**config.mk**
```make
export PLATFORM = sky130hd
export DESIGN_NAME = calendar_date_stepper
export DESIGN_NICKNAME = d
export VERILOG_FILES = /design/src/hw/rtl/cds_pkg.sv /design/src/hw/rtl/cds_sequencer.sv /design/src/hw/rtl/cds_datapath.sv /design/src/hw/rtl/calendar_date_stepper.sv
export SDC_FILE = /design/constraint.sdc
export NUM_CORES = 1
export LEC_CHECK = 0
export BUFFER_PORTS_ARGS = -buffer_cell sky130_fd_sc_hd__buf_2
export CAP_MARGIN = 20
export CELL_PAD_IN_SITES_DETAIL_PLACEMENT = 1
export CELL_PAD_IN_SITES_GLOBAL_PLACEMENT = 1
export CORE_MARGIN = 10
export CORE_UTILIZATION = 34
export DETAILED_ROUTE_END_ITERATION = 8
export GPL_TIMING_DRIVEN = 0
export PLACE_DENSITY_LB_ADDON = 0.3
export SYNTH_ARGS = -nofsm -noshare
export SYNTH_HDL_FRONTEND = slang
export SYNTH_SLANG_ARGS = --single-unit
export TNS_END_PERCENT = 30
```
**constraint.sdc**
```tcl
create_clock -name aclk -period 10.9 [get_ports aclk]
set_clock_uncertainty 0.1 [all_clocks]
set_input_delay 1.635 -clock aclk [delete_from_list [all_inputs] [get_ports aclk]]
set_output_delay 1.635 -clock aclk [all_outputs]
set_load 0.05 [all_outputs]
```
**src/hw/rtl/cds_pkg.sv**
```systemverilog
// Package for the calendar date stepper: field widths, action codes,
// micro-operation and branch-condition codes, and the control/status structs.
// Depends on nothing; used by every module of the block.
package cds_pkg;

    localparam int unsigned ACT_W   = 3;
    localparam int unsigned YEAR_W  = 14;
    localparam int unsigned MONTH_W = 4;
    localparam int unsigned DAY_W   = 5;
    localparam int unsigned AMT_W   = 16;
    localparam int unsigned WD_W    = 3;
    localparam int unsigned STEP_W  = 6;

    localparam logic [YEAR_W-1:0] YEAR_MAX = 14'd9999;

    localparam logic [ACT_W-1:0] ACT_ADD_DAYS    = 3'd0;
    localparam logic [ACT_W-1:0] ACT_ADD_MONTHS  = 3'd1;
    localparam logic [ACT_W-1:0] ACT_ADD_YEARS   = 3'd2;
    localparam logic [ACT_W-1:0] ACT_NEXT_SUNDAY = 3'd3;
    localparam logic [ACT_W-1:0] ACT_NEXT_WEEKDAY = 3'd4;

    typedef logic [STEP_W-1:0] cds_step_t;

    typedef enum logic [3:0] {
        OP_NOP     = 4'd0,
        OP_CENT_Y  = 4'd1,
        OP_LEAP    = 4'd2,
        OP_CHECK   = 4'd3,
        OP_CENT_W  = 4'd4,
        OP_WSUM    = 4'd5,
        OP_WMOD    = 4'd6,
        OP_NEXTDAY = 4'd7,
        OP_MQ      = 4'd8,
        OP_MADD    = 4'd9,
        OP_YADD    = 4'd10,
        OP_CLAMP   = 4'd11,
        OP_SAT     = 4'd12,
        OP_DONE    = 4'd13
    } cds_op_t;

    typedef enum logic [3:0] {
        CND_NONE        = 4'd0,
        CND_ALWAYS      = 4'd1,
        CND_INVALID     = 4'd2,
        CND_ACT_DAYS    = 4'd3,
        CND_ACT_MONTHS  = 4'd4,
        CND_ACT_YEARS   = 4'd5,
        CND_ACT_SUNDAY  = 4'd6,
        CND_ACT_WEEKDAY = 4'd7,
        CND_CNT_ZERO    = 4'd8,
        CND_YEAR_END    = 4'd9,
        CND_OVF         = 4'd10,
        CND_SEEK        = 4'd11
    } cds_cond_t;

    typedef struct packed {
        cds_op_t   op;
        cds_cond_t cond;
        cds_step_t target;
    } cds_uword_t;

    typedef struct packed {
        logic    load;
        cds_op_t op;
    } cds_ctrl_t;

    typedef struct packed {
        logic             invalid;
        logic             cnt_zero;
        logic             year_end;
        logic             ovf;
        logic             seek_more;
        logic             out_free;
        logic [ACT_W-1:0] act;
    } cds_stat_t;

endpackage

```
**src/hw/rtl/cds_sequencer.sv**
```systemverilog
// Micro-sequencer of the calendar date stepper: program ROM, step counter,
// branch selection and the input handshake. Depends on cds_pkg.
module cds_sequencer (
    input  logic                aclk,
    input  logic                aresetn,
    input  logic                s_valid,
    output logic                s_ready,
    input  cds_pkg::cds_stat_t  stat,
    output cds_pkg::cds_ctrl_t  ctrl
);

    // Program labels.
    localparam cds_pkg::cds_step_t L_A0      = 6'd12;
    localparam cds_pkg::cds_step_t L_A0_YEAR = 6'd15;
    localparam cds_pkg::cds_step_t L_A1      = 6'd18;
    localparam cds_pkg::cds_step_t L_YR_CHK  = 6'd20;
    localparam cds_pkg::cds_step_t L_A2      = 6'd24;
    localparam cds_pkg::cds_step_t L_SEEK    = 6'd25;
    localparam cds_pkg::cds_step_t L_SK_YEAR = 6'd28;
    localparam cds_pkg::cds_step_t L_FIN     = 6'd32;
    localparam cds_pkg::cds_step_t L_DONE    = 6'd36;
    localparam cds_pkg::cds_step_t L_NONE    = 6'd0;

    function automatic cds_pkg::cds_uword_t rom(input cds_pkg::cds_step_t step);
        cds_pkg::cds_uword_t w;
        case (step)
            // validate the input date and find its day of the week
            6'd0:  w = '{cds_pkg::OP_CENT_Y,  cds_pkg::CND_NONE,        L_NONE};
            6'd1:  w = '{cds_pkg::OP_LEAP,    cds_pkg::CND_NONE,        L_NONE};
            6'd2:  w = '{cds_pkg::OP_CHECK,   cds_pkg::CND_INVALID,     L_DONE};
            6'd3:  w = '{cds_pkg::OP_CENT_W,  cds_pkg::CND_NONE,        L_NONE};
            6'd4:  w = '{cds_pkg::OP_WSUM,    cds_pkg::CND_NONE,        L_NONE};
            6'd5:  w = '{cds_pkg::OP_WMOD,    cds_pkg::CND_NONE,        L_NONE};
            // dispatch on the action
            6'd6:  w = '{cds_pkg::OP_NOP,     cds_pkg::CND_ACT_DAYS,    L_A0};
            6'd7:  w = '{cds_pkg::OP_NOP,     cds_pkg::CND_ACT_MONTHS,  L_A1};
            6'd8:  w = '{cds_pkg::OP_NOP,     cds_pkg::CND_ACT_YEARS,   L_A2};
            6'd9:  w = '{cds_pkg::OP_NOP,     cds_pkg::CND_ACT_SUNDAY,  L_SEEK};
            6'd10: w = '{cds_pkg::OP_NOP,     cds_pkg::CND_ACT_WEEKDAY, L_SEEK};
            6'd11: w = '{cds_pkg::OP_NOP,     cds_pkg::CND_ALWAYS,      L_FIN};
            // add days
            6'd12: w = '{cds_pkg::OP_NOP,     cds_pkg::CND_CNT_ZERO,    L_FIN};
            6'd13: w = '{cds_pkg::OP_NEXTDAY, cds_pkg::CND_YEAR_END,    L_A0_YEAR};
            6'd14: w = '{cds_pkg::OP_NOP,     cds_pkg::CND_ALWAYS,      L_A0};
            6'd15: w = '{cds_pkg::OP_NOP,     cds_pkg::CND_OVF,         L_FIN};
            6'd16: w = '{cds_pkg::OP_CENT_Y,  cds_pkg::CND_NONE,        L_NONE};
            6'd17: w = '{cds_pkg::OP_LEAP,    cds_pkg::CND_ALWAYS,      L_A0};
            // add months, then the shared year check and day clamp
            6'd18: w = '{cds_pkg::OP_MQ,      cds_pkg::CND_NONE,        L_NONE};
            6'd19: w = '{cds_pkg::OP_MADD,    cds_pkg::CND_NONE,        L_NONE};
            6'd20: w = '{cds_pkg::OP_NOP,     cds_pkg::CND_OVF,         L_FIN};
            6'd21: w = '{cds_pkg::OP_CENT_Y,  cds_pkg::CND_NONE,        L_NONE};
            6'd22: w = '{cds_pkg::OP_LEAP,    cds_pkg::CND_NONE,        L_NONE};
            6'd23: w = '{cds_pkg::OP_CLAMP,   cds_pkg::CND_ALWAYS,      L_FIN};
            // add years
            6'd24: w = '{cds_pkg::OP_YADD,    cds_pkg::CND_ALWAYS,      L_YR_CHK};
            // next Sunday or next weekday
            6'd25: w = '{cds_pkg::OP_NEXTDAY, cds_pkg::CND_YEAR_END,    L_SK_YEAR};
            6'd26: w = '{cds_pkg::OP_NOP,     cds_pkg::CND_SEEK,        L_SEEK};
            6'd27: w = '{cds_pkg::OP_NOP,     cds_pkg::CND_ALWAYS,      L_FIN};
            6'd28: w = '{cds_pkg::OP_NOP,     cds_pkg::CND_OVF,         L_FIN};
            6'd29: w = '{cds_pkg::OP_CENT_Y,  cds_pkg::CND_NONE,        L_NONE};
            6'd30: w = '{cds_pkg::OP_LEAP,    cds_pkg::CND_SEEK,        L_SEEK};
            6'd31: w = '{cds_pkg::OP_NOP,     cds_pkg::CND_ALWAYS,      L_FIN};
            // saturate, weekday of the result, deliver
            6'd32: w = '{cds_pkg::OP_SAT,     cds_pkg::CND_NONE,        L_NONE};
            6'd33: w = '{cds_pkg::OP_CENT_W,  cds_pkg::CND_NONE,        L_NONE};
            6'd34: w = '{cds_pkg::OP_WSUM,    cds_pkg::CND_NONE,        L_NONE};
            6'd35: w = '{cds_pkg::OP_WMOD,    cds_pkg::CND_NONE,        L_NONE};
            6'd36: w = '{cds_pkg::OP_DONE,    cds_pkg::CND_NONE,        L_NONE};
            default: w = '{cds_pkg::OP_NOP,   cds_pkg::CND_ALWAYS,      L_FIN};
        endcase
        return w;
    endfunction

    logic                busy_reg, busy_next;
    cds_pkg::cds_step_t  upc_reg, upc_next;
    cds_pkg::cds_uword_t uw;
    logic                take;

    assign uw = rom(upc_reg);

    always_comb begin
        case (uw.cond)
            cds_pkg::CND_NONE:        take = 1'b0;
            cds_pkg::CND_ALWAYS:      take = 1'b1;
            cds_pkg::CND_INVALID:     take = stat.invalid;
            cds_pkg::CND_ACT_DAYS:    take = (stat.act == cds_pkg::ACT_ADD_DAYS);
            cds_pkg::CND_ACT_MONTHS:  take = (stat.act == cds_pkg::ACT_ADD_MONTHS);
            cds_pkg::CND_ACT_YEARS:   take = (stat.act == cds_pkg::ACT_ADD_YEARS);
            cds_pkg::CND_ACT_SUNDAY:  take = (stat.act == cds_pkg::ACT_NEXT_SUNDAY);
            cds_pkg::CND_ACT_WEEKDAY: take = (stat.act == cds_pkg::ACT_NEXT_WEEKDAY);
            cds_pkg::CND_CNT_ZERO:    take = stat.cnt_zero;
            cds_pkg::CND_YEAR_END:    take = stat.year_end;
            cds_pkg::CND_OVF:         take = stat.ovf;
            cds_pkg::CND_SEEK:        take = stat.seek_more;
            default:                  take = 1'b0;
        endcase
    end

    assign s_ready   = !busy_reg;
    assign ctrl.load = s_valid && !busy_reg;
    assign ctrl.op   = busy_reg ? uw.op : cds_pkg::OP_NOP;

    always_comb begin
        busy_next = busy_reg;
        upc_next  = upc_reg;
        if (!busy_reg) begin
            if (s_valid) begin
                busy_next = 1'b1;
                upc_next  = '0;
            end
        end else if (uw.op == cds_pkg::OP_DONE) begin
            // The last step waits here until the output register is free.
            if (stat.out_free) begin
                busy_next = 1'b0;
            end
        end else if (take) begin
            upc_next = uw.target;
        end else begin
            upc_next = cds_pkg::cds_step_t'(upc_reg + 6'd1);
        end
    end

    always_ff @(posedge aclk) begin
        if (!aresetn) begin
            busy_reg <= 1'b0;
            upc_reg  <= '0;
        end else begin
            busy_reg <= busy_next;
            upc_reg  <= upc_next;
        end
    end

    a_accept_starts: assert property (@(posedge aclk) disable iff (!aresetn)
        (s_valid && s_ready) |=> (busy_reg && upc_reg == '0))
        else $error("accepted beat did not start the program at step zero");

    a_done_releases: assert property (@(posedge aclk) disable iff (!aresetn)
        (busy_reg && uw.op == cds_pkg::OP_DONE && stat.out_free) |=> !busy_reg)
        else $error("sequencer stayed busy after delivering a result");

    a_upc_in_program: assert property (@(posedge aclk) disable iff (!aresetn)
        busy_reg |-> (upc_reg <= L_DONE))
        else $error("step counter left the program");

endmodule

```
**src/hw/rtl/cds_datapath.sv**
```systemverilog
// Datapath of the calendar date stepper: date, count and scratch registers,
// the micro-operations the sequencer selects, and the output register.
// Depends on cds_pkg.
module cds_datapath (
    input  logic                        aclk,
    input  logic                        aresetn,
    input  cds_pkg::cds_ctrl_t          ctrl,
    output cds_pkg::cds_stat_t          stat,
    input  logic [cds_pkg::ACT_W-1:0]   s_action,
    input  logic [cds_pkg::YEAR_W-1:0]  s_year,
    input  logic [cds_pkg::MONTH_W-1:0] s_month,
    input  logic [cds_pkg::DAY_W-1:0]   s_day,
    input  logic [cds_pkg::AMT_W-1:0]   s_amount,
    output logic                        m_valid,
    input  logic                        m_ready,
    output logic [cds_pkg::YEAR_W-1:0]  m_out_year,
    output logic [cds_pkg::MONTH_W-1:0] m_out_month,
    output logic [cds_pkg::DAY_W-1:0]   m_out_day,
    output logic [cds_pkg::WD_W-1:0]    m_weekday,
    output logic                        m_error
);

    localparam logic [cds_pkg::WD_W-1:0] WD_SUNDAY   = 3'd0;
    localparam logic [cds_pkg::WD_W-1:0] WD_SATURDAY = 3'd6;

    // Days in month m; out-of-range months only occur on invalid input.
    function automatic logic [4:0] month_days(input logic [3:0] m, input logic leap);
        logic [4:0] n;
        case (m)
            4'd2:                     n = leap ? 5'd29 : 5'd28;
            4'd4, 4'd6, 4'd9, 4'd11: n = 5'd30;
            default:                  n = 5'd31;
        endcase
        return n;
    endfunction

    // floor(31 * m / 12) for the shifted month 1..12.
    function automatic logic [4:0] month_term(input logic [3:0] m);
        logic [4:0] n;
        case (m)
            4'd1:    n = 5'd2;
            4'd2:    n = 5'd5;
            4'd3:    n = 5'd7;
            4'd4:    n = 5'd10;
            4'd5:    n = 5'd12;
            4'd6:    n = 5'd15;
            4'd7:    n = 5'd18;
            4'd8:    n = 5'd20;
            4'd9:    n = 5'd23;
            4'd10:   n = 5'd25;
            4'd11:   n = 5'd28;
            4'd12:   n = 5'd31;
            default: n = 5'd0;
        endcase
        return n;
    endfunction

    // Remainder by seven, folding octal digits since eight is one modulo seven.
    function automatic logic [2:0] mod7(input logic [13:0] s);
        logic [4:0] a;
        logic [3:0] b;
        logic [2:0] c;
        a = 5'(s[2:0]) + 5'(s[5:3]) + 5'(s[8:6]) + 5'(s[11:9]) + 5'(s[13:12]);
        b = 4'(a[2:0]) + 4'(a[4:3]);
        c = 3'(b[2:0] + 3'(b[3]));
        return (c == 3'd7) ? 3'd0 : c;
    endfunction

    logic [2:0]  act_reg, act_next;
    logic [13:0] y_reg, y_next;
    logic [3:0]  m_reg, m_next;
    logic [4:0]  d_reg, d_next;
    logic [15:0] cnt_reg, cnt_next;
    logic [7:0]  c_reg, c_next;
    logic        leap_reg, leap_next;
    logic [13:0] s_reg, s_next;
    logic [2:0]  wd_reg, wd_next;
    logic [12:0] q_reg, q_next;
    logic        err_reg, err_next;
    logic        ovf_reg, ovf_next;
    logic        mv_reg, mv_next;
    logic [13:0] oy_reg, oy_next;
    logic [3:0]  om_reg, om_next;
    logic [4:0]  od_reg, od_next;
    logic [2:0]  owd_reg, owd_next;
    logic        oerr_reg, oerr_next;

    logic [4:0]  md;
    logic [13:0] y_prev;
    logic [13:0] cent_in;
    logic [26:0] cent_prod;
    logic [14:0] c100;
    logic        leap_calc;
    logic        invalid;
    logic [3:0]  m_shift;
    logic [14:0] wsum;
    logic [16:0] t_sum;
    logic [34:0] q_prod;
    logic [16:0] r_sum;
    logic [16:0] ysum;
    logic        out_free;

    assign md        = month_days(m_reg, leap_reg);
    assign y_prev    = (m_reg < 4'd3) ? 14'(y_reg - 14'd1) : y_reg;
    assign cent_in   = (ctrl.op == cds_pkg::OP_CENT_W) ? y_prev : y_reg;
    // floor(y / 100) by reciprocal, exact for every 14-bit year
    assign cent_prod = 27'(cent_in) * 27'd5243;
    assign c100      = (15'(c_reg) << 6) + (15'(c_reg) << 5) + (15'(c_reg) << 2);
    assign leap_calc = (y_reg[1:0] == 2'd0) &&
                       ((15'(y_reg) != c100) || (c_reg[1:0] == 2'd0));
    assign invalid   = (y_reg == 14'd0) || (y_reg > cds_pkg::YEAR_MAX) ||
                       (m_reg == 4'd0) || (m_reg > 4'd12) ||
                       (d_reg == 5'd0) || (d_reg > md);
    assign m_shift   = (m_reg < 4'd3) ? 4'(m_reg + 4'd10) : 4'(m_reg - 4'd2);
    assign wsum      = 15'(d_reg) + 15'(month_term(m_shift)) + 15'(y_prev) +
                       15'(y_prev >> 2) - 15'(c_reg) + 15'(c_reg >> 2);
    assign t_sum     = 17'(m_reg) - 17'd1 + 17'(cnt_reg);
    // floor(t / 12) by reciprocal, exact below 2^17
    assign q_prod    = 35'(t_sum) * 35'd174763;
    assign r_sum     = t_sum - ((17'(q_reg) << 3) + (17'(q_reg) << 2));
    assign ysum      = 17'(y_reg) +
                       ((ctrl.op == cds_pkg::OP_MADD) ? 17'(q_reg) : 17'(cnt_reg));
    assign out_free  = !mv_reg || m_ready;

    assign stat.invalid   = invalid;
    assign stat.cnt_zero  = (cnt_reg == 16'd0);
    assign stat.year_end  = (d_reg >= md) && (m_reg >= 4'd12);
    assign stat.ovf       = ovf_reg;
    assign stat.seek_more = (act_reg == cds_pkg::ACT_NEXT_SUNDAY) ?
                            (wd_reg != WD_SUNDAY) :
                            (wd_reg inside {WD_SUNDAY, WD_SATURDAY});
    assign stat.out_free  = out_free;
    assign stat.act       = act_reg;

    always_comb begin
        act_next  = act_reg;
        y_next    = y_reg;
        m_next    = m_reg;
        d_next    = d_reg;
        cnt_next  = cnt_reg;
        c_next    = c_reg;
        leap_next = leap_reg;
        s_next    = s_reg;
        wd_next   = wd_reg;
        q_next    = q_reg;
        err_next  = err_reg;
        ovf_next  = ovf_reg;
        mv_next   = mv_reg && !m_ready;
        oy_next   = oy_reg;
        om_next   = om_reg;
        od_next   = od_reg;
        owd_next  = owd_reg;
        oerr_next = oerr_reg;
        if (ctrl.load) begin
            act_next = s_action;
            y_next   = s_year;
            m_next   = s_month;
            d_next   = s_day;
            cnt_next = s_amount;
            err_next = 1'b0;
            ovf_next = 1'b0;
        end else begin
            case (ctrl.op)
                cds_pkg::OP_CENT_Y, cds_pkg::OP_CENT_W: begin
                    c_next = cent_prod[26:19];
                end
                cds_pkg::OP_LEAP: begin
                    leap_next = leap_calc;
                end
                cds_pkg::OP_CHECK: begin
                    err_next = invalid;
                end
                cds_pkg::OP_WSUM: begin
                    s_next = wsum[13:0];
                end
                cds_pkg::OP_WMOD: begin
                    wd_next = mod7(s_reg);
                end
                cds_pkg::OP_NEXTDAY: begin
                    cnt_next = 16'(cnt_reg - 16'd1);
                    wd_next  = (wd_reg == WD_SATURDAY) ? WD_SUNDAY : 3'(wd_reg + 3'd1);
                    if (d_reg < md) begin
                        d_next = 5'(d_reg + 5'd1);
                    end else begin
                        d_next = 5'd1;
                        if (m_reg < 4'd12) begin
                            m_next = 4'(m_reg + 4'd1);
                        end else begin
                            m_next = 4'd1;
                            if (y_reg >= cds_pkg::YEAR_MAX) begin
                                ovf_next = 1'b1;
                            end else begin
                                y_next = 14'(y_reg + 14'd1);
                            end
                        end
                    end
                end
                cds_pkg::OP_MQ: begin
                    q_next = q_prod[33:21];
                end
                cds_pkg::OP_MADD, cds_pkg::OP_YADD: begin
                    if (ctrl.op == cds_pkg::OP_MADD) begin
                        m_next = 4'(r_sum[3:0] + 4'd1);
                    end
                    if (ysum > 17'(cds_pkg::YEAR_MAX)) begin
                        ovf_next = 1'b1;
                    end else begin
                        y_next = ysum[13:0];
                    end
                end
                cds_pkg::OP_CLAMP: begin
                    if (d_reg > md) begin
                        d_next = md;
                    end
                end
                cds_pkg::OP_SAT: begin
                    if (ovf_reg) begin
                        y_next = cds_pkg::YEAR_MAX;
                        m_next = 4'd12;
                        d_next = 5'd31;
                    end
                end
                cds_pkg::OP_DONE: begin
                    if (out_free) begin
                        mv_next   = 1'b1;
                        oy_next   = err_reg ? 14'd0 : y_reg;
                        om_next   = err_reg ? 4'd0 : m_reg;
                        od_next   = err_reg ? 5'd0 : d_reg;
                        owd_next  = err_reg ? 3'd0 : wd_reg;
                        oerr_next = err_reg || ovf_reg;
                    end
                end
                default: begin
                end
            endcase
        end
    end

    always_ff @(posedge aclk) begin
        if (!aresetn) begin
            mv_reg  <= 1'b0;
            err_reg <= 1'b0;
            ovf_reg <= 1'b0;
        end else begin
            mv_reg  <= mv_next;
            err_reg <= err_next;
            ovf_reg <= ovf_next;
        end
    end

    always_ff @(posedge aclk) begin
        act_reg  <= act_next;
        y_reg    <= y_next;
        m_reg    <= m_next;
        d_reg    <= d_next;
        cnt_reg  <= cnt_next;
        c_reg    <= c_next;
        leap_reg <= leap_next;
        s_reg    <= s_next;
        wd_reg   <= wd_next;
        q_reg    <= q_next;
        oy_reg   <= oy_next;
        om_reg   <= om_next;
        od_reg   <= od_next;
        owd_reg  <= owd_next;
        oerr_reg <= oerr_next;
    end

    assign m_valid     = mv_reg;
    assign m_out_year  = oy_reg;
    assign m_out_month = om_reg;
    assign m_out_day   = od_reg;
    assign m_weekday   = owd_reg;
    assign m_error     = oerr_reg;

    a_good_date: assert property (@(posedge aclk) disable iff (!aresetn)
        (mv_reg && !oerr_reg) |->
        (oy_reg >= 14'd1 && oy_reg <= cds_pkg::YEAR_MAX &&
         om_reg >= 4'd1 && om_reg <= 4'd12 && od_reg >= 5'd1 && owd_reg <= 3'd6))
        else $error("error-free result carries an impossible date");

    a_saturated: assert property (@(posedge aclk) disable iff (!aresetn)
        (mv_reg && oerr_reg && oy_reg != 14'd0) |->
        (oy_reg == cds_pkg::YEAR_MAX && om_reg == 4'd12 && od_reg == 5'd31 &&
         owd_reg == 3'd5))
        else $error("overflowed result is not saturated to the last date");

    a_result_held: assert property (@(posedge aclk) disable iff (!aresetn)
        (mv_reg && !m_ready) |=>
        (mv_reg && $stable(oy_reg) && $stable(om_reg) && $stable(od_reg) &&
         $stable(owd_reg) && $stable(oerr_reg)))
        else $error("waiting result beat changed before it was taken");

endmodule

```
**src/hw/rtl/calendar_date_stepper.sv**
```systemverilog
// Top level of the calendar date stepper: joins the micro-sequencer and the
// datapath. Depends on cds_pkg, cds_sequencer and cds_datapath.
//
// The block takes one Gregorian date beat with an action and a count, and
// returns one result beat: the date moved on by a number of days, months or
// years, or to the next Sunday or next weekday, with its day of the week
// (0 is Sunday) and an error flag. An invalid input date gives error set and
// every other field zero; a result past 9999-12-31 gives error set and that
// last date, a Friday. Actions 5 to 7 return the input date unchanged. The
// work is done by a short program held in a read-only table, one control word
// per cycle (the last word waits until the output register is free), stepping
// a single shared datapath; one date is in flight at a time, and a new beat
// is taken as soon as the previous result has been moved into the output
// register, so the next date runs while that result waits. Adding days walks
// the day-by-day loop of the program, one pass through three control words
// per day and two more for each new year crossed.
module calendar_date_stepper (
    input  logic                        aclk,
    input  logic                        aresetn,
    input  logic                        s_valid,
    output logic                        s_ready,
    input  logic [cds_pkg::ACT_W-1:0]   s_action,
    input  logic [cds_pkg::YEAR_W-1:0]  s_year,
    input  logic [cds_pkg::MONTH_W-1:0] s_month,
    input  logic [cds_pkg::DAY_W-1:0]   s_day,
    input  logic [cds_pkg::AMT_W-1:0]   s_amount,
    output logic                        m_valid,
    input  logic                        m_ready,
    output logic [cds_pkg::YEAR_W-1:0]  m_out_year,
    output logic [cds_pkg::MONTH_W-1:0] m_out_month,
    output logic [cds_pkg::DAY_W-1:0]   m_out_day,
    output logic [cds_pkg::WD_W-1:0]    m_weekday,
    output logic                        m_error
);

    // Control word fields that reach the datapath, and the flags the program
    // branches on, travel between the two halves as structs.
    cds_pkg::cds_ctrl_t ctrl;
    cds_pkg::cds_stat_t stat;

    cds_sequencer u_seq (
        .aclk    (aclk),
        .aresetn (aresetn),
        .s_valid (s_valid),
        .s_ready (s_ready),
        .stat    (stat),
        .ctrl    (ctrl)
    );

    cds_datapath u_dp (
        .aclk        (aclk),
        .aresetn     (aresetn),
        .ctrl        (ctrl),
        .stat        (stat),
        .s_action    (s_action),
        .s_year      (s_year),
        .s_month     (s_month),
        .s_day       (s_day),
        .s_amount    (s_amount),
        .m_valid     (m_valid),
        .m_ready     (m_ready),
        .m_out_year  (m_out_year),
        .m_out_month (m_out_month),
        .m_out_day   (m_out_day),
        .m_weekday   (m_weekday),
        .m_error     (m_error)
    );

endmodule

```
==> results_dict.tcl <==
set metrics [dict create \
    overflow 0 \
    largest_reg_flops 16 \
    hpwl_um 46900 \
    io_buffers 74 \
    cts.sinks 132 \
    coreArea_um2 55300 \
    grt_usage_pct 16.9 \
    cts_hold_buffers 0 \
    fillers 6427 \
    ys_warn_count 0 \
    ff2ff_setup_slack_ns 0.59 \
    crit_type "flip-flop to flip-flop" \
    crit_buf_inv 5 \
    synth.avg_cell_area_um2 9.69 \
    vias 14400 \
    maxSlewHeadroom_pct 27.4 \
    die_y_um 257 \
    wl_per_cell_um 19.4 \
    grt_pass1_wl_um 88800 \
    drc_errors 0 \
    die_w_um 257 \
    worst-r2r-cell-count 31 \
    rsz0062_at_grt "no" \
    setup-tns-final_ns 0 \
    highest_layer "met4" \
    crit_family "adder cells" \
    area_growth_pct 10.3 \
    layout_commonest_cell "inv_1" \
    met2_length_um 27800 \
    yosysSeqAreaShare_pct 19.5 \
    tightest_slew_ns 1.09 \
    diodes 0 \
    grt_pass1_vias 15800 \
    io-pin-count 75 \
    required_ns 11.01 \
    cp_max_fo 10 \
    startpoint_type "flip-flop" \
    gp_congestion 0.869 \
    hold_depth 2 \
    synthesis.area_um2 19100 \
    setup_viol 0 \
    cp.depth 31 \
    hp-class "flip-flop to flip-flop" \
    crit_path_end_kind "flip-flop" \
    layout-drive-gt1-share_pct 9.04 \
    cts_max_path_buffers 2 \
    dr_wl_met3_um 1280 \
    hold_ws_ns 0.395 \
    timing.fmax_mhz 97.0 \
    slowest_delay_ns 0.70 \
    synth_edf_count 108 \
    ant_nets 0 \
    min_period_over_period_pct 94.6 \
    status "finished, final reports clean" \
    antenna_found_initial 0 \
    num-nets-final 2629 \
    dr.pass1.iters 5 \
    cts.clk_slew.worst_paths_ns 0.07 \
    min_to "u_dp.m_valid" \
    ys_types 107 \
    grt_max_degree 29 \
    viasPerCell 5.07 \
    most-common-layout-cells "inv_1 (358), ha_1 (338), fa_1 (178)" \
    start_util_pct 34.5 \
    drt_iter0_drc 601 \
    worstSkewPairLatency_ns 0.46 \
    std_cell_rows 86 \
    final_max_slew_viol_count 0 \
    timing.final.crit_period_ns 10.31 \
    drt-total-wl_um 55000 \
    syn_inst 1968 \
    synthArstFlopShare_pct 0 \
    synth_nets 2530 \
    arrival_ns 10.42 \
    met1_length_um 25000 \
    post_cts_buffers 0 \
    r2r-end "u_dp.q_reg[12]" \
    cts_max_level 4 \
    cts_made_buffers 17 \
    cts_tree "done" \
    finalHoldViolations 0 \
    synthFlopType "edfxtp_1" \
    fin_cells 2828 \
    max_cap_viol_count 0 \
    root_buffer "clkbuf_16" \
    cts_resized 0 \
    r2r-start "u_dp.m_reg[0]" \
    hp-start "u_dp.m_valid" \
    post-place-cells 2795 \
    yosys_register_bits 132 \
    dieArea_um2 66000 \
    worst_path_max_delay_cell "a311oi_1" \
]
[cells by family after synthesis]
group           share of synthesized area, %
buf+inv                                 8.07
mux                                     1.44
flops                                   19.5
xor+xnor                                6.98
fa+ha+maj                               40.8
simple gates                            11.1
compound gates                          12.0
[routing by layer]
metal / up-vias / global-route usage [%]
li1: 6882 / -
met1: 7242 / 21.4
met2: 188 / 30.2
met3: 40 / 2.12
met4: 0 / 3.68
met5: - / 0
[through the flow]
| stage | utilization (%) | cell area [µm²] | setup WS, ns |
|---|---|---|---|
| 3_5_place_dp | 37.0 | 20400 | 0.634 |
| 3_3_place_gp | 36.9 | 20400 | -0.0581 |
| 4_1_cts | 38.0 | 21000 | 0.540 |
| 5_1_grt | 38.1 | 21000 | 0.00503 |
| 2_1_floorplan | - | 19100 | 1.87 |
| 6_report | 38.1 | 21000 | 0.586 |
[cell usage after synthesis (29+ instances only)]
cell      number  share of area [%]
nand3_1       29               0.76
inv_1        358                7.0
nor2_1       113                2.2
xnor2_1      100                4.6
nand2_1       95                1.9
a21o_1        33                1.3
nor2b_1       35                1.1
a21oi_1       68                1.8
ha_1         338                 22
xor2_1        52                2.4
o21ai_0       64                1.7
fa_1         178                 19
nor3_1        39                1.0
edfxtp_1     108                 17
[worst min-delay path, cell delays in order (launching register included)]
cell      delay (ns)
dfxtp_1         0.30
nand2b_1        0.08
a21oi_1         0.06
[worst max-delay path by stage]
stage / to / slack, ns / from
final: u_dp.q_reg[12] / 0.59 / u_dp.m_reg[0]
after global routing: u_dp.q_reg[12] / 0.005 / u_dp.m_reg[0]
after CTS: u_dp.q_reg[12] / 0.54 / u_dp.m_reg[0]
after detailed placement: u_dp.q_reg[12] / 0.63 / u_dp.m_reg[0]
after global placement: u_dp.q_reg[12] / -0.06 / u_dp.m_reg[0]
after floorplan: u_dp.q_reg[12] / 1.87 / u_dp.m_reg[0]
[layout make-up]
class / instances / area [µm²] / share of cell area (%)
plain buffers: 39 / 181 / 0.862
inverters: 362 / 1360 / 6.46
clock inverters: 8 / 58.8 / 0.279
well taps: 748 / 936 / 4.45
multi-input cells: 1435 / 13800 / 65.7
flip-flops and latches: 132 / 3720 / 17.7
clock buffers: 24 / 536 / 2.54
repair buffers: 80 / 420 / 2.00
Power is left out: the tool's default activity adds up to more than one toggle a clock period on the data nets, which glitch-free logic cannot reach.
